$ cat src/hdl/psrf_pkg.sv
package psrf_pkg;

    // interface to this many ports can carry a promiscuous or all-multicast bit
    localparam int NUM_IFACES = 8;
    localparam int MASK_W     = 8;
    localparam int MASK_IFACES = (NUM_IFACES < MASK_W) ? NUM_IFACES : MASK_W;

    localparam int MAC_W    = 48;
    localparam int IFX_W    = 4;
    localparam int ETYPE_W  = 16;
    localparam int LEN_W    = 16;
    localparam int CMD_W    = 2;
    localparam int CLASS_W  = 2;
    localparam int STRIP_W  = 5;
    localparam int STATUS_W = 2;

    localparam int IN_FIELDS_W = IFX_W + MAC_W + ETYPE_W + LEN_W + MAC_W;
    localparam int IN_DATA_W   = ((IN_FIELDS_W + 7) / 8) * 8;
    localparam int OUT_FIELDS_W = 1 + CLASS_W + STRIP_W + STATUS_W;
    localparam int OUT_DATA_W   = ((OUT_FIELDS_W + 7) / 8) * 8;

    localparam int CFG_ADDR_W = 3;
    localparam int CFG_DATA_W = 16;

    // configuration register indexes
    localparam logic [CFG_ADDR_W-1:0] REG_RECV_ENABLE   = 3'd0;
    localparam logic [CFG_ADDR_W-1:0] REG_PROTO_FILTER  = 3'd1;
    localparam logic [CFG_ADDR_W-1:0] REG_BOUND_IFINDEX = 3'd2;
    localparam logic [CFG_ADDR_W-1:0] REG_SOCKET_DGRAM  = 3'd3;
    localparam logic [CFG_ADDR_W-1:0] REG_PROMISC_MASK  = 3'd4;
    localparam logic [CFG_ADDR_W-1:0] REG_ALLMULTI_MASK = 3'd5;
    localparam logic [CFG_ADDR_W-1:0] REG_VLAN_TRIM     = 3'd6;

    // commands
    localparam logic [CMD_W-1:0] CMD_FRAME = 2'd0;
    localparam logic [CMD_W-1:0] CMD_ADD   = 2'd1;
    localparam logic [CMD_W-1:0] CMD_DROP  = 2'd2;

    // packet classes
    localparam logic [CLASS_W-1:0] CLASS_HOST  = 2'd0;
    localparam logic [CLASS_W-1:0] CLASS_BCAST = 2'd1;
    localparam logic [CLASS_W-1:0] CLASS_MCAST = 2'd2;

    // membership status
    localparam logic [STATUS_W-1:0] ST_OK        = 2'd0;
    localparam logic [STATUS_W-1:0] ST_NOT_MCAST = 2'd1;
    localparam logic [STATUS_W-1:0] ST_FULL      = 2'd2;

    localparam logic [ETYPE_W-1:0] PROTO_ANY      = 16'h0003;
    localparam logic [ETYPE_W-1:0] ETYPE_VLAN_TAG = 16'h8100;
    localparam logic [IFX_W-1:0]   IFX_UNBOUND    = 4'd0;
    localparam logic [LEN_W-1:0]   ETH_HDR_LEN    = 16'd14;
    localparam logic [STRIP_W-1:0] STRIP_ETH      = 5'd14;
    localparam logic [STRIP_W-1:0] STRIP_ETH_VLAN = 5'd18;  // eth header plus vlan tag
    localparam int                 GROUP_BIT      = 40;

    typedef struct packed {
        logic [STATUS_W-1:0] status;
        logic [STRIP_W-1:0]  strip_bytes;
        logic [CLASS_W-1:0]  pkt_class;
        logic                deliver;
    } result_t;

endpackage

$ cat src/hdl/packet_socket_rx_filter.sv
// a request accepted into the input register moves on to the result register (m_tvalid)
// when that is empty or taken; throughput: one request per cycle while no result is held
// the membership table is a parallel compare of all entries
// a held result still lets one request into the input register, then s_tready drops
// reset: configuration returns to its defaults and the membership table is empty at once
module packet_socket_rx_filter #(
    parameter int MEMBER_ENTRIES = 16
) (
    input  logic                                  clk,
    input  logic                                  rst_n,
    input  logic                                  cfg_we,
    input  logic [psrf_pkg::CFG_ADDR_W-1:0]       cfg_addr,
    input  logic [psrf_pkg::CFG_DATA_W-1:0]       cfg_wdata,
    input  logic                                  s_tvalid,
    output logic                                  s_tready,
    // ifindex, mac_addr, eth_type, frame_len, iface_mac, zero fill
    input  logic [psrf_pkg::IN_DATA_W-1:0]        s_tdata,
    // cmd
    input  logic [psrf_pkg::CMD_W-1:0]            s_tuser,
    output logic                                  m_tvalid,
    input  logic                                  m_tready,
    // deliver, pkt_class, strip_bytes, status, zero fill
    output logic [psrf_pkg::OUT_DATA_W-1:0]       m_tdata
);
    import psrf_pkg::*;

    localparam int IFX_LO   = 0;
    localparam int MAC_LO   = IFX_LO + IFX_W;
    localparam int ETYPE_LO = MAC_LO + MAC_W;
    localparam int LEN_LO   = ETYPE_LO + ETYPE_W;
    localparam int OWN_LO   = LEN_LO + LEN_W;

    // configuration
    logic                recv_enable_reg;
    logic [ETYPE_W-1:0]  proto_filter_reg;
    logic [IFX_W-1:0]    bound_ifindex_reg;
    logic                socket_dgram_reg;
    logic [MASK_W-1:0]   promisc_mask_reg;
    logic [MASK_W-1:0]   allmulti_mask_reg;
    logic                vlan_trim_reg;

    // input register
    logic                s1_valid_reg;
    logic [CMD_W-1:0]    s1_cmd_reg;
    logic [IFX_W-1:0]    s1_ifx_reg;
    logic [MAC_W-1:0]    s1_mac_reg;
    logic [ETYPE_W-1:0]  s1_etype_reg;
    logic [LEN_W-1:0]    s1_len_reg;
    logic [MAC_W-1:0]    s1_own_reg;

    // membership table
    logic [MEMBER_ENTRIES-1:0] mem_valid_reg;
    logic [IFX_W-1:0]          mem_iface_reg [MEMBER_ENTRIES];
    logic [MAC_W-1:0]          mem_group_reg [MEMBER_ENTRIES];

    // result register
    logic                m_valid_reg;
    result_t             m_res_reg;

    logic                      advance;
    logic                      s_fire;
    logic [MEMBER_ENTRIES-1:0] hit;
    logic [MEMBER_ENTRIES-1:0] free_vec;
    logic [MEMBER_ENTRIES-1:0] first_free;
    logic                      any_hit;
    logic                      any_free;
    logic                      mcast;
    logic                      ifx_in_mask;
    logic [2:0]                ifx_bit;
    logic                      promisc_bit;
    logic                      allmulti_bit;
    logic                      frame_ok;
    logic                      add_wr;
    logic                      drop_wr;
    result_t                   res_next;

    assign advance  = s1_valid_reg && (!m_valid_reg || m_tready);
    assign s_tready = !s1_valid_reg || advance;
    assign s_fire   = s_tvalid && s_tready;

    always_ff @(posedge clk or negedge rst_n)
    begin
        if (!rst_n)
        begin
            recv_enable_reg   <= 1'b0;
            proto_filter_reg  <= PROTO_ANY;
            bound_ifindex_reg <= IFX_UNBOUND;
            socket_dgram_reg  <= 1'b0;
            promisc_mask_reg  <= '0;
            allmulti_mask_reg <= '0;
            vlan_trim_reg     <= 1'b1;
        end
        else if (cfg_we)
        begin
            case (cfg_addr)
                REG_RECV_ENABLE:   recv_enable_reg   <= cfg_wdata[0];
                REG_PROTO_FILTER:  proto_filter_reg  <= cfg_wdata[ETYPE_W-1:0];
                REG_BOUND_IFINDEX: bound_ifindex_reg <= cfg_wdata[IFX_W-1:0];
                REG_SOCKET_DGRAM:  socket_dgram_reg  <= cfg_wdata[0];
                REG_PROMISC_MASK:  promisc_mask_reg  <= cfg_wdata[MASK_W-1:0];
                REG_ALLMULTI_MASK: allmulti_mask_reg <= cfg_wdata[MASK_W-1:0];
                REG_VLAN_TRIM:     vlan_trim_reg     <= cfg_wdata[0];
                default: ;
            endcase
        end
    end

    always_ff @(posedge clk or negedge rst_n)
    begin
        if (!rst_n)
            s1_valid_reg <= 1'b0;
        else if (s_tready)
            s1_valid_reg <= s_tvalid;
    end

    always_ff @(posedge clk)
    begin
        if (s_fire)
        begin
            s1_cmd_reg   <= s_tuser;
            s1_ifx_reg   <= s_tdata[IFX_LO +: IFX_W];
            s1_mac_reg   <= s_tdata[MAC_LO +: MAC_W];
            s1_etype_reg <= s_tdata[ETYPE_LO +: ETYPE_W];
            s1_len_reg   <= s_tdata[LEN_LO +: LEN_W];
            s1_own_reg   <= s_tdata[OWN_LO +: MAC_W];
        end
    end

    always_comb
    begin
        for (int i = 0; i < MEMBER_ENTRIES; i++)
            hit[i] = mem_valid_reg[i] && (mem_iface_reg[i] == s1_ifx_reg)
                     && (mem_group_reg[i] == s1_mac_reg);
    end

    assign free_vec   = ~mem_valid_reg;
    assign first_free = free_vec & (~free_vec + MEMBER_ENTRIES'(1));  // lowest free entry
    assign any_hit    = |hit;
    assign any_free   = |free_vec;
    assign mcast      = s1_mac_reg[GROUP_BIT];

    assign ifx_in_mask  = (s1_ifx_reg != '0) && (s1_ifx_reg <= IFX_W'(MASK_IFACES));
    assign ifx_bit      = 3'(s1_ifx_reg - IFX_W'(1));
    assign promisc_bit  = ifx_in_mask && promisc_mask_reg[ifx_bit];
    assign allmulti_bit = ifx_in_mask && allmulti_mask_reg[ifx_bit];

    assign frame_ok = recv_enable_reg && (s1_len_reg > ETH_HDR_LEN)
                      && (proto_filter_reg == PROTO_ANY || proto_filter_reg == s1_etype_reg)
                      && (bound_ifindex_reg == IFX_UNBOUND
                          || bound_ifindex_reg == s1_ifx_reg)
                      && ((s1_mac_reg == s1_own_reg) || promisc_bit
                          || (mcast && (allmulti_bit || any_hit)));

    assign add_wr  = advance && (s1_cmd_reg == CMD_ADD) && mcast && !any_hit && any_free;
    assign drop_wr = advance && (s1_cmd_reg == CMD_DROP) && any_hit;

    always_comb
    begin
        res_next = '0;
        case (s1_cmd_reg)
            CMD_FRAME:
            begin
                if (frame_ok)
                begin
                    res_next.deliver = 1'b1;
                    if (!mcast)
                        res_next.pkt_class = CLASS_HOST;
                    else if (&s1_mac_reg)
                        res_next.pkt_class = CLASS_BCAST;
                    else
                        res_next.pkt_class = CLASS_MCAST;
                    if (socket_dgram_reg)
                        res_next.strip_bytes = (vlan_trim_reg && s1_etype_reg == ETYPE_VLAN_TAG)
                                               ? STRIP_ETH_VLAN : STRIP_ETH;
                end
            end
            CMD_ADD:
            begin
                if (!mcast)
                    res_next.status = ST_NOT_MCAST;
                else if (!any_hit && !any_free)
                    res_next.status = ST_FULL;
                else
                    res_next.status = ST_OK;
            end
            CMD_DROP: res_next.status = ST_OK;
            default:  res_next = '0;
        endcase
    end

    always_ff @(posedge clk or negedge rst_n)
    begin
        if (!rst_n)
            mem_valid_reg <= '0;
        else if (add_wr)
            mem_valid_reg <= mem_valid_reg | first_free;
        else if (drop_wr)
            mem_valid_reg <= mem_valid_reg & ~hit;
    end

    always_ff @(posedge clk)
    begin
        for (int i = 0; i < MEMBER_ENTRIES; i++)
        begin
            if (add_wr && first_free[i])
            begin
                mem_iface_reg[i] <= s1_ifx_reg;
                mem_group_reg[i] <= s1_mac_reg;
            end
        end
    end

    always_ff @(posedge clk or negedge rst_n)
    begin
        if (!rst_n)
            m_valid_reg <= 1'b0;
        else if (advance)
            m_valid_reg <= 1'b1;
        else if (m_tready)
            m_valid_reg <= 1'b0;
    end

    always_ff @(posedge clk)
    begin
        if (advance)
            m_res_reg <= res_next;
    end

    assign m_tvalid = m_valid_reg;
    assign m_tdata  = {(OUT_DATA_W - OUT_FIELDS_W)'(0), m_res_reg};

    // an (interface, group) pair is never stored twice
    assert property (@(posedge clk) disable iff (!rst_n) s1_valid_reg |-> $onehot0(hit))
        else $error("duplicate membership entry");

    // a taken add fills exactly one more entry
    assert property (@(posedge clk) disable iff (!rst_n)
        add_wr |=> $countones(mem_valid_reg) == $past($countones(mem_valid_reg)) + 1)
        else $error("add did not grow the table by one");

    // a drop of a present entry frees exactly one entry
    assert property (@(posedge clk) disable iff (!rst_n)
        drop_wr |=> $countones(mem_valid_reg) + 1 == $past($countones(mem_valid_reg)))
        else $error("drop did not shrink the table by one");

    // a full status only when no entry was free
    assert property (@(posedge clk) disable iff (!rst_n)
        advance && res_next.status == ST_FULL |-> mem_valid_reg == '1)
        else $error("table full flagged with a free entry");

    // a delivered frame carries ok status and a legal strip count
    assert property (@(posedge clk) disable iff (!rst_n)
        m_valid_reg && m_res_reg.deliver |-> m_res_reg.status == ST_OK
        && (m_res_reg.strip_bytes == '0 || m_res_reg.strip_bytes == STRIP_ETH
            || m_res_reg.strip_bytes == STRIP_ETH_VLAN))
        else $error("bad delivered result");

endmodule

$ cat config.mk
export PLATFORM = sky130hd
export DESIGN_NAME = packet_socket_rx_filter
export DESIGN_NICKNAME = d
export VERILOG_FILES = /design/src/hdl/psrf_pkg.sv /design/src/hdl/packet_socket_rx_filter.sv
export SDC_FILE = /design/constraint.sdc
export NUM_CORES = 1
export LEC_CHECK = 0
export BUFFER_PORTS_ARGS = -buffer_cell sky130_fd_sc_hd__buf_4
export CAP_MARGIN = 40
export CORE_MARGIN = 2
export CORE_UTILIZATION = 50
export CTS_CLUSTER_SIZE = 12
export DETAILED_ROUTE_END_ITERATION = 8
export HOLD_SLACK_MARGIN = 0.05
export MAX_ROUTING_LAYER = met4
export PLACE_DENSITY = 0.68
export SYNTH_ARGS = -nofsm -noshare
export SYNTH_HDL_FRONTEND = slang
export SYNTH_SLANG_ARGS = --single-unit
$ cat constraint.sdc
create_clock -name clk -period 7.12 [get_ports clk]
set_input_delay 1.068 -clock clk [delete_from_list [all_inputs] [get_ports clk]]
set_output_delay 1.068 -clock clk [all_outputs]
set_load 0.03 [all_outputs]
# After elaboration in Yosys (flattened, before gate mapping)
# Memory sizes are Yosys's and may differ from the RTL's.
# Cells that the tools add are included.
[totals]
romBits = 0
latch_bits = 0
elab_cells = 340
inputBits = 162
mem_bits_rw = 832
out_inout_bits = 18
register_bits = 201
n_memories = 2
[op_classes]
bitwise = 6
mul = 0
div_mod_pow = 0
n_reduce_logical = 126
n_eq_ne = 45
n_lt_le_gt_ge = 3
shifts = 0
n_addsub = 2
n_mux = 135
[mem_list]
columns = ["name", "depth", "word_bits", "read_ports", "rd_ports_with_merged_regs", "wr", "line", "rtl"]
rows = [
  ["mem_group_reg", 16, 48, 16, 0, 1, "packet_socket_rx_filter.sv:54", "logic [MAC_W-1:0] mem_group_reg [MEMBER_ENTRIES];"],
  ["mem_iface_reg", 16, 4, 16, 0, 1, "packet_socket_rx_filter.sv:53", "logic [IFX_W-1:0] mem_iface_reg [MEMBER_ENTRIES];"],
]
[ops]
columns = ["operator", "n"]
rows = [
  ["== test 48 bit", 17],
  ["two-way mux 48 bit", 15],
  ["OR reduction 48 bit", 15],
  ["two-way mux 4 bit", 45],
  ["== test 4 bit", 17],
  ["two-way mux 1 bit", 68],
  ["logical AND 1 bit", 66],
  ["OR reduction 4 bit", 15],
  ["NOT 16 bit", 3],
  ["AND reduction 48 bit", 1],
  ["bitwise AND 16 bit", 2],
  ["two-way mux 16 bit", 2],
  ["OR reduction 16 bit", 2],
  ["adder 16 x 1 -> 16 bit, second input constant", 1],
  ["== test 16 bit", 1],
  ["== test 16 bit, second input constant", 1],
  ["== test 16 x 2 -> 1 bit, second input constant", 1],
  ["greater-than comparator 16 x 4 -> 1 bit, second input constant", 1],
  ["bitwise OR 16 bit", 1],
  ["AND reduction 2 bit", 8],
  ["== test 3 bit, second input constant", 3],
  ["logical OR 1 bit", 7],
  ["binary-select mux 1 bit (select 3 bit)", 2],
  ["== test 3 x 2 -> 1 bit, second input constant", 2],
  ["15 further kinds", 21],
]

# Depth between registers and ports, before layout
# An unclocked memory read counts as a cell.
[logic_depth]
ltp_word = 27
depth_mapped = 11
mapped_depth_nobuf = 9

# Worst setup path before layout
# Ideal clock, no wire load.
[synth_timing]
path_kind = "input-to-reg"
from = "input m_tready"
to = "memory mem_group_reg[15][0] (netlist: mem_group_reg[1][336]), enable pin"
n_path_buf = 1
arrival_time_ns = 7.361
required_time_ns = 6.528
setup_ns = 0.592
cell_stages = 7
path_slack_ns = -0.833
path_cell_list = "nand2b_1 and2_1 clkbuf_1 nand2_1 nor2_1 nand3_1 nor4_1"
[synth_between]
elab_chain_cells = 25
elab_cells_between_ends = 99
classes_between = "62 x mux; 37 x reduce/logical"
[synth_rtl]
columns = ["item", "line", "rtl"]
rows = [
  ["from (decl)", "packet_socket_rx_filter.sv:21", "input logic m_tready,"],
  ["logical OR 1 bit (*)", "packet_socket_rx_filter.sv:77", "assign advance = s1_valid_reg && (!m_valid_reg || m_tready);"],
  ["logical AND 1 bit (*)", "packet_socket_rx_filter.sv:77", ""],
  ["via advance", "packet_socket_rx_filter.sv:60", "logic advance;"],
  ["logical AND 1 bit (*) (4 in a row)", "packet_socket_rx_filter.sv:154", "assign add_wr = advance && (s1_cmd_reg == CMD_ADD) && mcast && !any_hit && any_free;"],
  ["logical AND 1 bit", "packet_socket_rx_filter.sv:205", "if (add_wr && first_free[i])"],
  ["two-way mux 1 bit", "packet_socket_rx_filter.sv:205", ""],
  ["two-way mux 1 bit (not written as such)", "packet_socket_rx_filter.sv:208", "mem_group_reg[i] <= s1_mac_reg;"],
  ["OR reduction 48 bit (no source line)", "n/a", ""],
  ["two-way mux 4 bit (no source line) / two-way mux 1 bit (equally long branches) (15 in a row)", "n/a", ""],
  ["to (decl)", "packet_socket_rx_filter.sv:54", ""],
]
# The timed path passes the listed nets; every way through them passes the cells marked *.

# Worst setup path after layout
[layout_timing]
from = "register s1_mac_reg[31]"
to = "memory mem_group_reg[0][28], enable pin"
[layout_between]
elab_chain_cells = 25
elab_cells_between_ends = 129
classes_between = "16 x eq/ne; 62 x mux; 51 x reduce/logical"
[layout_rtl]
columns = ["item", "line", "rtl"]
rows = [
  ["from (decl)", "packet_socket_rx_filter.sv:46", "logic [MAC_W-1:0] s1_mac_reg;"],
  ["from (signal assigned)", "packet_socket_rx_filter.sv:122", "s1_mac_reg <= s_tdata[MAC_LO +: MAC_W];"],
  ["== test 48 bit", "packet_socket_rx_filter.sv:133", "&& (mem_group_reg[i] == s1_mac_reg);"],
  ["logical AND 1 bit", "packet_socket_rx_filter.sv:133", ""],
  ["OR reduction 16 bit (*)", "packet_socket_rx_filter.sv:138", "assign any_hit = |hit;"],
  ["zero test 1 bit (*)", "packet_socket_rx_filter.sv:154", ""],
  ["logical AND 1 bit (*) (2 in a row)", "packet_socket_rx_filter.sv:154", ""],
  ["logical AND 1 bit", "packet_socket_rx_filter.sv:205", ""],
  ["two-way mux 1 bit", "packet_socket_rx_filter.sv:205", ""],
  ["two-way mux 1 bit (not written as such)", "packet_socket_rx_filter.sv:208", ""],
  ["OR reduction 48 bit (no source line)", "n/a", ""],
  ["two-way mux 4 bit (no source line) / two-way mux 1 bit (equally long branches) (15 in a row)", "n/a", ""],
]
# Mark *: on every way between the ends. The rest lies on a longest branch, timed or not.

==> results by group <==
Power
  – Internal Power: just over 10 mW
  – Clk network pwr share: 0.406
  – P_sw: 3.11 mW
  – Comb pwr share: 0.079
  – Reg power frac: 0.516
  – Maximum vdd drop: 0.215 mV
  – Sw Share: 0.232
  – Total power: 13.4 mW
  – LEAKAGE: 16.2 nW
  – Pwr/cell area: ~270 mW/mm^2

Synthesis
  – Fraction of registers with async set/reset: 0.0553
  – Multiplexer share of the synthesized area: 0.0130
  – Synth Register Bits: 1031
  – Yosys top cell area share: 0.666
  – Synthesis Warnings: 0
  – Mean area per synthesized cell: roughly 16 sq um
  – Post-synthesis xor/xnor area fraction: 0.162
  – Synth cell count leaders: edfxtp_1, xnor2_1, xor2_1
  – Synth area leaders: edfxtp_1, xnor2_1, xor2_1, dfrtp_1, nand4_1
  – Count leader, synth: edfxtp_1
  – Netlist cell types: 69
  – Post-synthesis adder-cell area fraction: 0.000570
  – Sequential share of the synthesized area: 0.699
  – Synth Area in Compound Gates: 0.0236
  – Area leader, netlist: edfxtp_1
  – Largest family of logic cells by synthesized area: XOR/XNOR gates
  – Post-synth EDFFs: 974
  – Cells after Synth: roughly 2.7k
  – Synthesized cell area: 0.0439 sq mm
  – Ys flop type: edfxtp_1
  – Post-synthesis simple-gate area fraction: 0.0688

Cells and area
  – Fillers: ~6.6k
  – Synth-to-Final Area Change: 14.6%
  – Fin area: a little over 0.05 sq mm
  – Flip-flop and latch area: 0.0307 sq mm
  – Multi-input logic area: approximately 0.012 sq mm
  – Max reg flops: 768
  – N_diodes: 0
  – Share of cells above drive strength 1: 0.174
  – Nets@finish: 3196
  – Non-Filler Instances: roughly 4.3k
  – Fin util: 0.579

Placed design
  – DP Wirelength: between 70000 and 80000 um
  – Post-DP Area: 0.0469 sq mm
  – # port buffers: around 170
  – RePlAce Congestion: ~0.94
  – Post-Place Setup Slack: roughly 2.4 ns
  – Inst Count DP: 4077

Route
  – Wire length per cell: approximately 28 um
  – DRC: 0
  – Routed vias/inst: 5.88
  – Drt pass-1 iters: 5
  – Total number of vias: 25.1k
  – Initial DRC Count: 2740
  – DRT antenna net count: 0
  – Post-Route WL: 121000 um

Global route
  – First-pass GRT wire length: 174000 um
  – Pin count of the biggest net entering global routing: 58
  – Vias in the first global route: 25.1k
  – GRT overflow: 0
  – Total Routing Usage GR: 0.278
  – Initial antenna violation count: 4

Clocking
  – Post-CTS Setup Bufs: 0
  – CTS sink cnt: 1031
  – CTS tree: done
  – H-tree Lvls: 3
  – Total CTS buffers: 108
  – Clock latency on the worst-skew pair: 0.70 ns
  – Max clock buf depth: 3
  – Post-cts hold buffer count: 0
  – Post-CTS sizing: 0
  – Clock transition at the registers of the reported paths: 0.06 ns
  – CTS root buf: clkbuf_16

STA
  – Relative slew slack: 0.335
  – Slew Viols, Final: 0
  – Post-layout min period: 4.76 ns
  – Fin Hold WS: 0.450 ns
  – Tcrit/Tclk final: 0.669
  – Setup TNS: 0 ns
  – Final hold vios: 0
  – Slew @ Worst Pin: about 1 ns
  – Setup slack after layout: around 2.4 ns
  – Max Freq: between 200 and 250 MHz
  – Unrepaired setup endpoints after global routing: no
  – Worst Skew: 0.0266 ns
  – Final setup fails: 0

Worst setup path
  – Worst path required time: 7.50 ns
  – Worst Path Buf+Inv: 5
  – Crit-path slowest cell: edfxtp_1
  – WS Path Type: flip-flop to flip-flop
  – Setup crit end kind: flip-flop
  – Worst setup SP type: flip-flop
  – Cell Chain, Critical Path: buf_4 > inv_1 > o2111ai_1 > nor4_1 > nand4_1 > o311ai_1 > nor4_2 > buf_4 > nand3_1 > buf_4 > nor2_4 > buf_4
  – Worst Path Max Fanout: 30
  – CP peak stage delay: 0.80 ns
  – WP data arrival: roughly 5.1 ns
  – Most used cell, CP: buf_4
  – Kind of cell adding the most delay to the critical path: buffers and inverters

Floorplanning
  – Starting density of the core: 0.505
  – Core footprint: 0.0869 sq mm
  – Die Span Y: around 300 um
  – Full die area: 0.0902 sq mm
  – Rows: ~110
  – # IOs: 180
  – Die X: 300 um

Min path
  – Hold WC Path Type: input pin to asynchronous set/reset pin

Flow run
  – Max-cap viol count: 0

Run status
  – Run status: complete, no violations
## worst register-to-register path: stages, from the launching register on
cell,delay [ns]
edfxtp_1,0.80
buf_4,0.47
inv_1,0.32
o2111ai_1,0.28
nor4_1,0.09
nand4_1,0.11
o311ai_1,0.16
nor4_2,0.55
buf_4,0.27
nand3_1,0.08
buf_4,0.22
nor2_4,0.71
buf_4,0.40
## placed cells by master (no fill, tap or decap), types with 6 or more instances in the layout
master | netlist | routed
edfxtp_1 | 974 | 974
dfrtp_1 | 54 | 54
nand2_1 | 24 | 24
nand4_1 | 200 | 200
nor3_2 | 0 | 9
xnor2_1 | 598 | 598
clkbuf_16 | 0 | 109
bufinv_16 | 0 | 7
a221oi_1 | 7 | 7
inv_1 | 62 | 62
xor2_1 | 216 | 216
nor2_1 | 30 | 26
clkbuf_1 | 4 | 31
clkinv_2 | 0 | 11
nand2b_1 | 49 | 49
o21ai_0 | 15 | 15
clkinv_1 | 0 | 21
conb_1 | 1 | 7
nor3_1 | 26 | 17
a21oi_1 | 12 | 12
nor4_1 | 116 | 113
buf_4 | 51 | 305
o2bb2ai_1 | 6 | 6
o22ai_1 | 12 | 12
o2111ai_1 | 19 | 19
nand3_1 | 25 | 25
mux2_2 | 41 | 41
a22o_1 | 11 | 11
o221ai_1 | 10 | 10
## area by class of cell
type	instances	area share
clock buffers	145	0.0579
clock inverters	49	0.00951
inverters	63	0.00470
repair buffers	322	0.0516
well taps	1155	0.0287
flip-flops and latches	1031	0.610
multi-input cells	1506	0.237
## routing by layer
layer | GRT usage | share of wire | vias up
li1 | - | - | 10800
met4 | 0.113 | 0.045 | 0
met1 | 0.370 | 0.41 | 12900
met3 | 0.0468 | 0.077 | 277
met5 | - | 0 | -
met2 | 0.427 | 0.47 | 1111
## worst paths after layout
kind                       cells past startpoint              endpoint  slack (ns)      startpoint
min reg2reg                                    1              m_tvalid        0.49    s1_valid_reg
max reg2reg                                   12  mem_group_reg[0][28]        2.36  s1_mac_reg[31]
max in group asynchronous                      1     mem_valid_reg[13]        6.09           rst_n
min in group clk                               1              m_tvalid        0.49    s1_valid_reg
max                                           12  mem_group_reg[0][28]        2.36  s1_mac_reg[31]
min                                            1  proto_filter_reg[13]        0.45           rst_n
## power by group through the flow
stage	Sequential, mW	Combinational [mW]	Clock [mW]
2_1_floorplan	7.03	0.619	0
3_3_place_gp	7.06	1.01	0
3_5_place_dp	7.05	1.05	0
4_1_cts	6.92	1.06	5.52
5_1_grt	6.93	1.12	5.77
6_report	6.92	1.06	5.45
## cell families (layout without fill, tap and decap cells)
logic type,after synthesis,in the layout
fa+ha+maj,2,2
simple gates,504,504
compound gates,132,132
xor+xnor,814,814
other cells,1,7
flops,1031,1031
buf+inv,185,579
mux,47,47
No activity file was read; power rests on OpenSTA's default activity.
